File: config.mk
export PLATFORM = sky130hd
export DESIGN_NAME = sfdi_ctrl
export DESIGN_NICKNAME = d
export VERILOG_FILES = /design/src/hdl/sfdi_pkg.sv /design/src/hdl/sfdi_ctrl.sv
export SDC_FILE = /design/constraint.sdc
export NUM_CORES = 1
export LEC_CHECK = 0
export CAP_MARGIN = 20
export CORE_MARGIN = 1.5
export CORE_UTILIZATION = 50
export DETAILED_ROUTE_END_ITERATION = 10
export DONT_BUFFER_PORTS = 1
export GPL_TIMING_DRIVEN = 0
export PLACE_DENSITY_LB_ADDON = 0.2
export SYNTH_ARGS = -nofsm -noshare
export SYNTH_HDL_FRONTEND = slang
export SYNTH_SLANG_ARGS = --single-unit
File: constraint.sdc
create_clock -name clk_i -period 3.2 [get_ports clk_i]
set_clock_uncertainty 0.15 [all_clocks]
set_input_delay 0.64 -clock clk_i [delete_from_list [all_inputs] [get_ports clk_i]]
set_output_delay 0.64 -clock clk_i [all_outputs]
set_load 0.005 [all_outputs]
File: src/hdl/sfdi_pkg.sv
// Package for the stereo interpolated feedback delay: sizes, fixed-point
// constants, command and status structs, controller states and helpers.
// Depends on nothing; every other file of the block but sfdi_ram uses it.
`default_nettype none
package sfdi_pkg;

  localparam int BufferDepth = 65536;
  localparam int SampleBits  = 24;
  localparam int AddrW       = $clog2(BufferDepth);
  localparam int LenW        = AddrW + 1;
  localparam int FracW       = 24;
  localparam int SmW         = 40;
  localparam int PosW        = ((LenW + FracW) > SmW ? (LenW + FracW) : SmW) + 1;
  localparam int CfgW        = 24;

  // Smoother coefficient, round(0.0001 * 2^32).
  localparam logic [18:0] SmoothK     = 19'd429497;
  localparam logic [14:0] FeedbackMax = 15'd32113;
  localparam logic [15:0] MixFull     = 16'd32768;

  localparam logic [15:0] DryWetReset      = 16'd16384;
  localparam logic [14:0] FeedbackReset    = 15'd16384;
  localparam logic [23:0] DelayTargetReset = 24'd12288000;
  localparam logic [16:0] BufferLenReset   = 17'd65536;

  typedef enum logic [1:0] {
    CfgDryWet    = 2'd0,
    CfgFeedback  = 2'd1,
    CfgDelay     = 2'd2,
    CfgBufferLen = 2'd3
  } cfg_idx_e;

  typedef enum logic [3:0] {
    StClear,
    StIdle,
    StWrite,
    StMulHi,
    StStep,
    StSmooth,
    StPos,
    StReadA,
    StReadB,
    StInterp,
    StDelayed,
    StMix,
    StFinish
  } state_e;

  typedef struct packed {
    logic             clr_we;
    logic [AddrW-1:0] clr_addr;
    logic             load;
    logic             wr;
    logic             mul_hi;
    logic             step;
    logic             smooth;
    logic             pos;
    logic             rda;
    logic             rdb;
    logic             intp;
    logic             dly;
    logic             mix;
    logic             fin;
  } cmd_t;

  typedef struct packed {
    logic out_free;
  } status_t;

  // Saturate a widened sample to SampleBits.
  function automatic logic signed [SampleBits-1:0] sat_fn(
      input logic signed [SampleBits+3:0] v);
    logic signed [SampleBits+3:0] hi;
    logic signed [SampleBits+3:0] lo;
    hi = {{5{1'b0}}, {(SampleBits-1){1'b1}}};
    lo = ~hi;
    if (v > hi) begin
      return hi[SampleBits-1:0];
    end else if (v < lo) begin
      return lo[SampleBits-1:0];
    end
    return v[SampleBits-1:0];
  endfunction

endpackage
`default_nettype wire

File: src/hdl/sfdi_ctrl.sv
// Controller of the feedback delay: clearing pass after reset and the
// per-beat sequence of datapath commands. Uses sfdi_pkg.
`default_nettype none
module sfdi_ctrl (
  input  wire logic              clk_i,
  input  wire logic              rst_ni,
  input  wire logic              in_valid_i,
  output logic                   in_stall_o,
  input  wire sfdi_pkg::status_t status_i,
  output sfdi_pkg::cmd_t         cmd_o
);

  sfdi_pkg::state_e             state_q, state_d;
  logic [sfdi_pkg::AddrW-1:0]   clr_cnt_q, clr_cnt_d;

  always_ff @(posedge clk_i or negedge rst_ni) begin
    if (!rst_ni) begin
      state_q   <= sfdi_pkg::StClear;
      clr_cnt_q <= '0;
    end else begin
      state_q   <= state_d;
      clr_cnt_q <= clr_cnt_d;
    end
  end

  always_comb begin
    state_d   = state_q;
    clr_cnt_d = clr_cnt_q;
    cmd_o     = '0;
    cmd_o.clr_addr = clr_cnt_q;
    in_stall_o = 1'b1;
    case (state_q)
      sfdi_pkg::StClear: begin
        cmd_o.clr_we = 1'b1;
        clr_cnt_d    = clr_cnt_q + 1'b1;
        if (&clr_cnt_q) begin
          state_d = sfdi_pkg::StIdle;
        end
      end
      sfdi_pkg::StIdle: begin
        in_stall_o = 1'b0;
        if (in_valid_i) begin
          cmd_o.load = 1'b1;
          state_d    = sfdi_pkg::StWrite;
        end
      end
      sfdi_pkg::StWrite: begin
        cmd_o.wr = 1'b1;
        state_d  = sfdi_pkg::StMulHi;
      end
      sfdi_pkg::StMulHi: begin
        cmd_o.mul_hi = 1'b1;
        state_d      = sfdi_pkg::StStep;
      end
      sfdi_pkg::StStep: begin
        cmd_o.step = 1'b1;
        state_d    = sfdi_pkg::StSmooth;
      end
      sfdi_pkg::StSmooth: begin
        cmd_o.smooth = 1'b1;
        state_d      = sfdi_pkg::StPos;
      end
      sfdi_pkg::StPos: begin
        cmd_o.pos = 1'b1;
        state_d   = sfdi_pkg::StReadA;
      end
      sfdi_pkg::StReadA: begin
        cmd_o.rda = 1'b1;
        state_d   = sfdi_pkg::StReadB;
      end
      sfdi_pkg::StReadB: begin
        cmd_o.rdb = 1'b1;
        state_d   = sfdi_pkg::StInterp;
      end
      sfdi_pkg::StInterp: begin
        cmd_o.intp = 1'b1;
        state_d    = sfdi_pkg::StDelayed;
      end
      sfdi_pkg::StDelayed: begin
        cmd_o.dly = 1'b1;
        state_d   = sfdi_pkg::StMix;
      end
      sfdi_pkg::StMix: begin
        cmd_o.mix = 1'b1;
        state_d   = sfdi_pkg::StFinish;
      end
      sfdi_pkg::StFinish: begin
        if (status_i.out_free) begin
          cmd_o.fin = 1'b1;
          state_d   = sfdi_pkg::StIdle;
        end
      end
      default: begin
        state_d = sfdi_pkg::StIdle;
      end
    endcase
  end

endmodule
`default_nettype wire

==> metrics.md, run 1 <==
| Metric | Value |
|---|---|
| Outcome | `finished, final reports clean` |
| Worst Setup Start Kind | `register` |
| Synth unique cells | `30` |
| Largest net degree at the start of global routing | `21` |
| Synth-to-layout area growth | `9.18%` |
| Yosys reg bits | `20` |
| Clock buffer depth | `2` |
| First-pass GRT wire length | `3340 um` |
| Critical path fanouts, max | `7` |
| Post-synth EDFFs | `0` |
| Mux cell area share after synthesis | `0%` |
| Synth Area in Compound Gates | `7.39%` |
| Fin crit period | `2.40 ns` |
| Top cell type by total area after synthesis | `dfrtp_1` |
| Yosys top cell area share | `47.7%` |
| Setup Buffers After CTS | `0` |
| Synth Area in Simple Gates | `27.3%` |
| Final setup violation count | `0` |
| Top_reg_cell synth | `dfrtp_1` |
| Row count | `16` |
| Syn nets | `112` |
| Setup Total Neg Slack | `0 ns` |
| Cell with the most instances after synthesis | `dfrtp_1` |
| Synth warn | `0` |
| Hold Path Origin | `clr_cnt_q[15]` |
| Num CTS Buffers | `3` |
| Post-route cell area | `1150 um^2` |
| Clock latency on the worst-skew pair | `0.31 ns` |
| Clk pin slew, worst setup/hold paths | `0.12 ns` |
| Ranking of synthesized cells by area | `dfrtp_1 (48%), xnor2_1 (11%), nand2_1 (5.0%)` |
| Nets | `118` |
| Antenna violations before repair | `0` |
| Die W | `48.8 um` |
| Reg2Reg Launch Point | `state_q[0]` |
| Routed WL | `1880 um` |
| Post-CTS sizing | `0` |
| Non-Filler Instances | `139` |
| Unrepaired setup endpoints after global routing | `false` |
| Worst Hold Depth | `1` |
| Die height | `48.8 um` |
| MaxCap Viol Count | `0` |
| Rel. slew slack | `42.2%` |
| Critical Path AT | `1.61 ns` |
| Hold Slack | `0.376 ns` |
| Largest family of logic cells by synthesized area | `simple AND/OR/NAND/NOR gates` |
| Nature of the critical path endpoint | `primary output` |
| Average cell area after synthesis | `9.81 um^2` |
| Wl on met1 | `871 um` |
| I/O pins | `34` |
| Mapped Area | `1050 um^2` |
| Fin. max-slew vios | `0` |
| Area of the die | `2380 um^2` |
| Fin crit share | `75.0%` |
| Met3 wire length | `132 um` |
| Port Buffers | `0` |
| Via count | `794` |
| Cell Area, Placed | `1080 um^2` |
| Vias in the first global route | `766` |
| Met2 routed WL | `843 um` |
| Worst hold path type | `register to register` |
| Critical path class | `register to primary output` |
| H-tree depth | `1` |
| Routability cong. | `0.862` |
| Share of cells above drive strength 1 | `8.04%` |
| Register area share after synthesis | `47.7%` |
| Ant. Diodes | `0` |
| Xor and xnor area share after synthesis | `12.5%` |
| CTS tree | `built` |
| Worst Path Required | `2.41 ns` |
| Clock Root Buffer | `clkbuf_4` |
| DP HPWL | `1380 um` |
| Initial Util | `53.5%` |
| GRT Util Overall | `18.2%` |
| Worst VDD drop | `0.499 mV` |
| Commonest cells post-synth | `dfrtp_1 (20), nand2_1 (14), xnor2_1 (13)` |
| Async SR Flop Fraction | `100%` |
| Initial drt markers | `10` |
| Cells after synthesis | `107` |
| Routed Antenna Nets | `0` |
| Highest metal used | `met4` |
| Worst-Margin Slew | `0.864 ns` |
| Via-to-Cell Ratio | `5.71` |
| Core area | `1960 um^2` |
| Final hold violation count | `0` |
| Crit. Startpoint | `state_q[0]` |
| Cell Pwr Density | `769 nW/um^2` |
| GR Overflow Total | `0` |
| Pleak | `0.503 nW` |
| WL/cell | `13.5 um` |
| Num Clock Sinks | `20` |
| Placed Cells | `134` |
| R2R depth | `5` |
| Post-Synth Adder-Cell Area | `1.19%` |
| DRC Markers | `0` |
| F_max | `416 MHz` |
| DR pass1 iterations | `4` |
-- layer usage --
| metal | vias to the layer above | track usage [%] |
|---|---|---|
| li1 | 388 | - |
| met1 | 375 | 23.4 |
| met2 | 27 | 26.7 |
| met3 | 4 | 8.28 |
| met4 | 0 | 7.14 |
| met5 | - | 0 |
-- logic make-up after synthesis --
| logic type | after synthesis |
|---|---|
| AND/OR/NAND/NOR | 51 |
| flip-flops | 20 |
| XOR/XNOR | 15 |
| AO/OA/AOI/OAI | 11 |
| buffers and inverters | 9 |
| adder cells (fa/ha/maj) | 1 |
-- sequential cells by signal (all words and copies together), names as in the netlist --
name       count
clr_cnt_q     16
state_q        4
-- metrics by stage --
stage	total power [mW]	utilization [%]	setup WS, ns
finish	0.881	58.4	0.798
global route	0.947	58.4	0.729
CTS	0.885	58.4	0.802
detailed placement	0.676	55.2	1.15
global placement	0.663	55.2	1.16
floorplan	0.613	-	1.24
-- layout by cell type (no fill, tap or decap), types with 2 or more instances in the layout --
| master | Yosys | layout |
|---|---|---|
| a21oi_1 | 2 | 2 |
| and3_1 | 2 | 2 |
| clkbuf_1 | 3 | 3 |
| clkbuf_4 | 0 | 3 |
| dfrtp_1 | 20 | 20 |
| inv_1 | 4 | 4 |
| nand2_1 | 14 | 14 |
| nand2b_1 | 2 | 2 |
| nand3_1 | 7 | 7 |
| nand4_1 | 5 | 5 |
| nor2_1 | 9 | 9 |
| nor3_1 | 5 | 5 |
| nor4_4 | 2 | 2 |
| o21ai_0 | 2 | 2 |
| xnor2_1 | 13 | 13 |
| xor2_1 | 2 | 2 |
-- worst max-delay path, cell delays in order, from the launching register on --
cell	delay, ns
dfrtp_1	0.45
or4_4	0.53
buf_6	0.16
inv_1	0.16
-- repair_timing --
action / CTS / global route
hold buffers: 1 / 0
hold endpoints to repair: 20 / 0
setup endpoints to repair: 0 / 0
-- final timing paths --
check	to	slack (ns)
min in group asynchronous	clr_cnt_q[13]	0.73
min reg2reg	clr_cnt_q[15]	0.38
min	clr_cnt_q[15]	0.38
max in group asynchronous	state_q[3]	1.63
max reg2reg	clr_cnt_q[15]	1.15
max	cmd_o[28]	0.80
-- power breakdown --
group | internal [mW] | leakage [nW] | switching (mW)
combinational | 0.121 | 0.209 | 0.191
sequential | 0.302 | 0.267 | 0.0629
clock | 0.127 | 0.0279 | 0.0774
-- cell type report --
| class | instances | area, um^2 |
|---|---|---|
| Clock inverter | 1 | 30.0 |
| Multi-Input combinational cell | 78 | 508 |
| Tap cell | 27 | 33.8 |
| Timing Repair Buffer | 1 | 10.0 |
| Buffer | 5 | 26.3 |
| Inverter | 4 | 15.0 |
| Clock buffer | 3 | 22.5 |
| Fill cell | 187 | 816 |
| Sequential cell | 20 | 500 |
(Power assumes the default switching activity.)
==> run 2: changes to the inputs <==
- clock period: 3.2 -> 2.1 ns (I/O delays scaled with it)
==> run 2 against run 1 <==
  * Register-to-register slack got worse by 1.0 ns
  * Critical path depth did not move
  * Sequential cell count did not move
  * Global-route usage rose by 0.40 points
  * Hold slack got worse by 0.17 ns
  * Total power rose by 62%
  * Design area rose by 3.9%
  * Critical path type unchanged
  * Critical endpoint unchanged
  * Largest power group is now combinational cells
  * Highest routed layer unchanged
==> metrics.md, run 2 (synthesis gave the netlist of run 1 again) <==
| Metric | Value |
|---|---|
| Worst-Margin Slew | `0.872 ns (+0.00801 ns)` |
| Outcome | `finished, final reports clean` |
| Leading cell type in the layout, fill and taps excluded | `dfrtp_1` |
| GR Overflow Total | `0 (unchanged)` |
| First-pass GRT wire length | `3390 um (+1.4%)` |
| Worst Path Required | `1.53 ns (-0.88 ns)` |
| Fin crit share | `96.9%` |
| Antenna violations before repair | `0 (unchanged)` |
| Non-Filler Instances | `143 (+2.9%)` |
| Worst VDD drop | `0.812 mV (+63%)` |
| Sequential Power Share | `38.3% (-3.1 points)` |
| Core area | `1960 um^2 (unchanged)` |
| Via-to-Cell Ratio | `5.69 (-0.35%)` |
| Combinational Power Share | `39.9% (+4.5 points)` |
| MaxCap Viol Count | `0 (unchanged)` |
| Initial Util | `53.5% (unchanged)` |
| Hold Slack | `0.203 ns (-0.173 ns)` |
| Final hold violation count | `0 (unchanged)` |
| Initial drt markers | `11 (+1)` |
| Pre-CTS setup slack | `0.0528 ns (-1.10 ns)` |
| Internal | `896 uW (+63%)` |
| Rel. slew slack | `41.7% (-0.54 points)` |
| Worst hold path type | `primary input to register` |
| F_max | `491 MHz` |
| DRC Markers | `0 (unchanged)` |
| Via count | `814 (+2.5%)` |
| Clock Root Buffer | `clkbuf_4` |
| Fin crit period | `2.03 ns` |
| Largest regs | `clr_cnt_q x16, state_q x4` |
| Share of power burned in the clock network | `21.8% (-1.4 points)` |
| Unrepaired setup endpoints after global routing | `false` |
| Pleak | `0.532 nW (+5.7%)` |
| Fin. max-slew vios | `0 (unchanged)` |
| CTS tree | `built` |
| GRT Util Overall | `18.6% (+0.40 points)` |
| Routed WL | `1990 um (+5.9%)` |
| Largest net degree at the start of global routing | `21 (unchanged)` |
| Cell Pwr Density | `1200 nW/um^2 (+56%)` |
| Total power | `1.42 mW (+62%)` |
| Net Sw Power | `529 uW (+60%)` |
| Die height | `48.8 um (unchanged)` |
| Port Buffers | `0 (unchanged)` |
| DR pass1 iterations | `4 (unchanged)` |
| Clk pin slew, worst setup/hold paths | `0.11 ns (about the same)` |
| WL/cell | `13.9 um (+2.9%)` |
| I/O pins | `34 (unchanged)` |
| Nets | `122 (+3.4%)` |
| H-tree depth | `1 (unchanged)` |
| Num CTS Buffers | `3 (unchanged)` |
| Setup Total Neg Slack | `0 ns (unchanged)` |
| Share of cells above drive strength 1 | `15.5% (+7.5 points)` |
| Final setup violation count | `0 (unchanged)` |
| Clock buffer depth | `2 (unchanged)` |
| Synth-to-layout area growth | `13.5%` |
| Row count | `16 (unchanged)` |
| Die W | `48.8 um (unchanged)` |
| DP HPWL | `1380 um (unchanged)` |
| Slack of the critical path | `0.0652 ns (-0.733 ns)` |
| Critical path fanouts, max | `5 (-2)` |
| Clock latency on the worst-skew pair | `0.31 ns (about the same)` |
| Final core occ | `60.7% (+2.3 points)` |
| Vias in the first global route | `779 (+1.7%)` |
| Routability cong. | `0.862 (unchanged)` |
| Worst Setup Start Kind | `register` |
| Most frequent cells in the layout | `dfrtp_1 (20), nand2_1 (14), xnor2_1 (13)` |
| Top reg by flops | `clr_cnt_q` |
| Critical path class | `register to primary output` |
| Nature of the critical path endpoint | `primary output` |
| Sw Ratio | `37.1% (-0.51 points)` |
| Routed Antenna Nets | `0 (unchanged)` |
| Cell Area, Placed | `1080 um^2 (unchanged)` |
| Ant. Diodes | `0 (unchanged)` |
| Largest register FFs | `16 (unchanged)` |
| Critical Path AT | `1.46 ns (-0.15 ns)` |
| Num Clock Sinks | `20 (unchanged)` |
| Area of the die | `2380 um^2 (unchanged)` |
| Post-route cell area | `1190 um^2 (+3.9%)` |
| Placed Cells | `134 (unchanged)` |
run 2: cell count changes in the layout (fill, tap and decap cells not counted):
cell      change
buf_6         -1
buf_8         +1
nor3_2        +1
buf_1         -1
clkbuf_1      -2
inv_1         -1
nor3_1        -1
clkbuf_2      +3
buf_4         +4
inv_4         +1
run 2: final cells by class:
type / count / area (um^2)
inverter: 4 / 17.5
clock buffer: 3 / 22.5
buffer: 5 / 33.8
clock inverter: 1 / 30.0
timing repair buffer: 5 / 40.0
sequential: 20 / 500
fill: 187 / 771
multi-input combinational: 78 / 513
tap: 27 / 33.8
run 2: worst max-delay path, cell delays in order, from the launching register on:
cell     delay [ns]
dfrtp_1        0.43
or4_4          0.50
buf_8          0.15
inv_4          0.07
run 2: power by group through the flow:
stage	Clock [mW]	Combinational, mW	Sequential, mW
after floorplan	0	0.395	0.539
after global placement	0	0.452	0.559
after detailed placement	0	0.468	0.562
after CTS	0.318	0.520	0.545
after global routing	0.335	0.638	0.555
final	0.310	0.569	0.546
run 2: final timing paths:
check / start / to / slack [ns] / cells past startpoint
max: state_q[1] / cmd_o[28] / 0.07 / 3
min in group asynchronous: rst_ni / clr_cnt_q[13] / 0.51 / 1
max in group asynchronous: rst_ni / state_q[3] / 0.75 / 1
min reg2reg: clr_cnt_q[15] / clr_cnt_q[15] / 0.38 / 1
max reg2reg: state_q[1] / clr_cnt_q[12] / 0.15 / 5
min: status_i / state_q[3] / 0.20 / 2
run 2: layer usage:
layer / vias to the layer above / part of all wire (%) / wire length [um] / track usage [%]
met5: - / 0 / 0 / 0
met4: 0 / 1.4 / 28 / 7.14
met3: 4 / 6.3 / 126 / 8.28
met2: 26 / 47 / 924 / 28.3
met1: 391 / 46 / 905 / 23.2
li1: 393 / - / - / -
run 2: timing repair:
action,in CTS,in global routing
setup endpoints to repair,1,13
pin swaps,0,2
buffers inserted,2,2
gates resized for setup,2,7
hold buffers,1,0
endpoints found under the hold margin,20,0
==> run 3: changes to the inputs <==
- clock period: 2.1 -> 2 ns (I/O delays scaled with it)
==> run 3 against run 2 <==
  * Design area increased by 0.32%
  * Total power increased by 6.4%
  * Highest routed layer unchanged
  * Combinational power increased by 7.7%
  * Critical path depth decreased by 1
  * Critical endpoint unchanged
==> metrics.md, run 3 (synthesis gave the netlist of run 1 again) <==
| Metric | Value |
|---|---|
| Post-route cell area | `1190 um^2 (+0.32%)` |
| Core area | `1960 um^2 (unchanged)` |
| Fin crit share | `98.8%` |
| Nets | `121 (-0.82%)` |
| Non-Filler Instances | `142 (-0.70%)` |
| Share of cells above drive strength 1 | `19.1% (+3.6 points)` |
| Ant. Diodes | `0 (unchanged)` |
| Via-to-Cell Ratio | `5.72 (+0.46%)` |
| Largest net degree at the start of global routing | `21 (unchanged)` |
| DRC Markers | `0 (unchanged)` |
| Worst Path Required | `1.45 ns (-0.08 ns)` |
| Setup Total Neg Slack | `0 ns (unchanged)` |
| R2R depth | `4 (-1)` |
| GRT Util Overall | `18.6% (unchanged)` |
| Num CTS Buffers | `3 (unchanged)` |
| GR Overflow Total | `0 (unchanged)` |
| Worst Setup Start Kind | `register` |
| Cell Area, Placed | `1080 um^2 (unchanged)` |
| Worst hold path type | `primary input to register` |
| Crit-path max cell delay | `0.57 ns (+0.07 ns)` |
| Most frequent cells in the layout | `dfrtp_1 (20), nand2_1 (14), xnor2_1 (13)` |
| Worst Hold Depth | `2 (unchanged)` |
| Final core occ | `60.9% (+0.19 points)` |
| DP HPWL | `1380 um (unchanged)` |
| Leading cell type in the layout, fill and taps excluded | `dfrtp_1` |
| Synth-to-layout area growth | `13.8%` |
| Cell Pwr Density | `1270 nW/um^2 (+6.1%)` |
| R2R Setup Slk | `0.09 ns (-0.06 ns)` |
| CP Cell Sequence | `or4_4 -> inv_4` |
| Fin. max-slew vios | `0 (unchanged)` |
| Area taken by multi-input logic gates | `528 um^2 (+2.9%)` |
| Worst-Margin Slew | `0.880 ns (+0.00798 ns)` |
| Hold Path Origin | `status_i` |
| First-pass GRT wire length | `3390 um (+0.21%)` |
| Worst VDD drop | `0.845 mV (+4.0%)` |
| MaxCap Viol Count | `0 (unchanged)` |
| Total power | `1.52 mW (+6.4%)` |
| Unrepaired setup endpoints after global routing | `true` |
| Row count | `16 (unchanged)` |
| Pleak | `0.535 nW (+0.45%)` |
| Largest register FFs | `16 (unchanged)` |
| H-tree depth | `1 (unchanged)` |
| Reg area | `500 um^2 (unchanged)` |
| Clock latency on the worst-skew pair | `0.31 ns (about the same)` |
| Worst R2R End | `clr_cnt_q[12]` |
| Initial drt markers | `9 (-2)` |
| Via count | `812 (-0.25%)` |
| Critical path class | `register to primary output` |
| Reg2Reg Launch Point | `state_q[1]` |
| Critical Path AT | `1.43 ns (-0.03 ns)` |
| Slowest library cell on the worst path | `or4_4` |
| Routed Antenna Nets | `0 (unchanged)` |
| DR pass1 iterations | `4 (unchanged)` |
| Vias in the first global route | `779 (unchanged)` |
| Clock Root Buffer | `clkbuf_4` |
| Final setup violation count | `0 (unchanged)` |
| Die height | `48.8 um (unchanged)` |
| Port Buffers | `0 (unchanged)` |
| I/O pins | `34 (unchanged)` |
| Critical path fanouts, max | `5 (unchanged)` |
| Placed Cells | `134 (unchanged)` |
| Fin crit period | `1.98 ns` |
| CTS tree | `built` |
| Final hold violation count | `0 (unchanged)` |
| Clock buffer depth | `2 (unchanged)` |
| Antenna violations before repair | `0 (unchanged)` |
| Routed WL | `2050 um (+3.2%)` |
| WL/cell | `14.4 um (+3.9%)` |
| Rel. slew slack | `41.2% (-0.53 points)` |
| Die W | `48.8 um (unchanged)` |
| F_max | `506 MHz` |
| Area of the die | `2380 um^2 (unchanged)` |
| Top reg by flops | `clr_cnt_q` |
| Worst hold endpoint | `state_q[3]` |
| Fillers | `187 (unchanged)` |
| Largest regs | `clr_cnt_q x16, state_q x4` |
| Clk pin slew, worst setup/hold paths | `0.11 ns (about the same)` |
| Initial Util | `53.5% (unchanged)` |
| Routability cong. | `0.862 (unchanged)` |
| Num Clock Sinks | `20 (unchanged)` |
| Outcome | `finished, final reports clean` |
| Nature of the critical path endpoint | `primary output` |
run 3: changes by cell type in the layout (fill, tap and decap cells not counted), sizes merged:
| cell | delta |
|---|---|
| buf | -1 |
run 3: metrics by stage:
| step | hold WS [ns] | worst slack [ns] |
|---|---|---|
| after floorplan | -0.0456 | 0.0610 |
| after global placement | -0.0452 | -0.0376 |
| after detailed placement | -0.0452 | -0.0472 |
| after CTS | 0.178 | -0.00612 |
| after global routing | 0.177 | -0.0237 |
| final | 0.185 | 0.0236 |
run 3: worst max-delay path: cells and delay by family, from the launching register on:
| kind | cells | cell delay (ns) |
|---|---|---|
| simple gates | 1 | 0.57 |
| flops | 1 | 0.43 |
| buf+inv | 1 | 0.11 |
run 3: power breakdown:
| part | switching (mW) | total (mW) | internal, mW | leakage (nW) |
|---|---|---|---|---|
| clock | 0.124 | 0.327 | 0.203 | 0.0279 |
| sequential | 0.0935 | 0.576 | 0.483 | 0.267 |
| combinational | 0.358 | 0.613 | 0.255 | 0.240 |
run 3: metal layers:
layer	vias up	wire length [um]	GRT usage, %
li1	391	-	-
met3	4	127	8.28
met1	390	949	23.4
met2	27	942	28.1
met5	-	0	0
met4	0	28	7.14
run 3: worst max path at each step:
stage               start            end  cells after the start
2_1_floorplan  state_q[0]  clr_cnt_q[15]                      5
3_3_place_gp   state_q[0]  clr_cnt_q[15]                      5
3_5_place_dp   state_q[0]  clr_cnt_q[15]                      5
4_1_cts        state_q[1]      cmd_o[28]                      2
5_1_grt        state_q[0]      cmd_o[28]                      2
6_report       state_q[1]      cmd_o[28]                      2
run 3: final cells by class:
class / instances / area share (%)
Buffer: 4 / 1.88
Clock buffer: 3 / 1.88
Clock inverter: 1 / 2.51
Inverter: 4 / 1.47
Multi-Input combinational cell: 78 / 44.2
Sequential cell: 20 / 41.9
Tap cell: 27 / 2.83
Timing Repair Buffer: 5 / 3.35
run 3: what timing repair did:
| item | in CTS | in global routing |
|---|---|---|
| setup buffers | 2 | 2 |
| gates resized for setup | 4 | 11 |
| hold buffers | 1 | 0 |
| pin swaps | 1 | 1 |
| setup endpoints to repair | 7 | 17 |
| endpoints found under the hold margin | 20 | 0 |
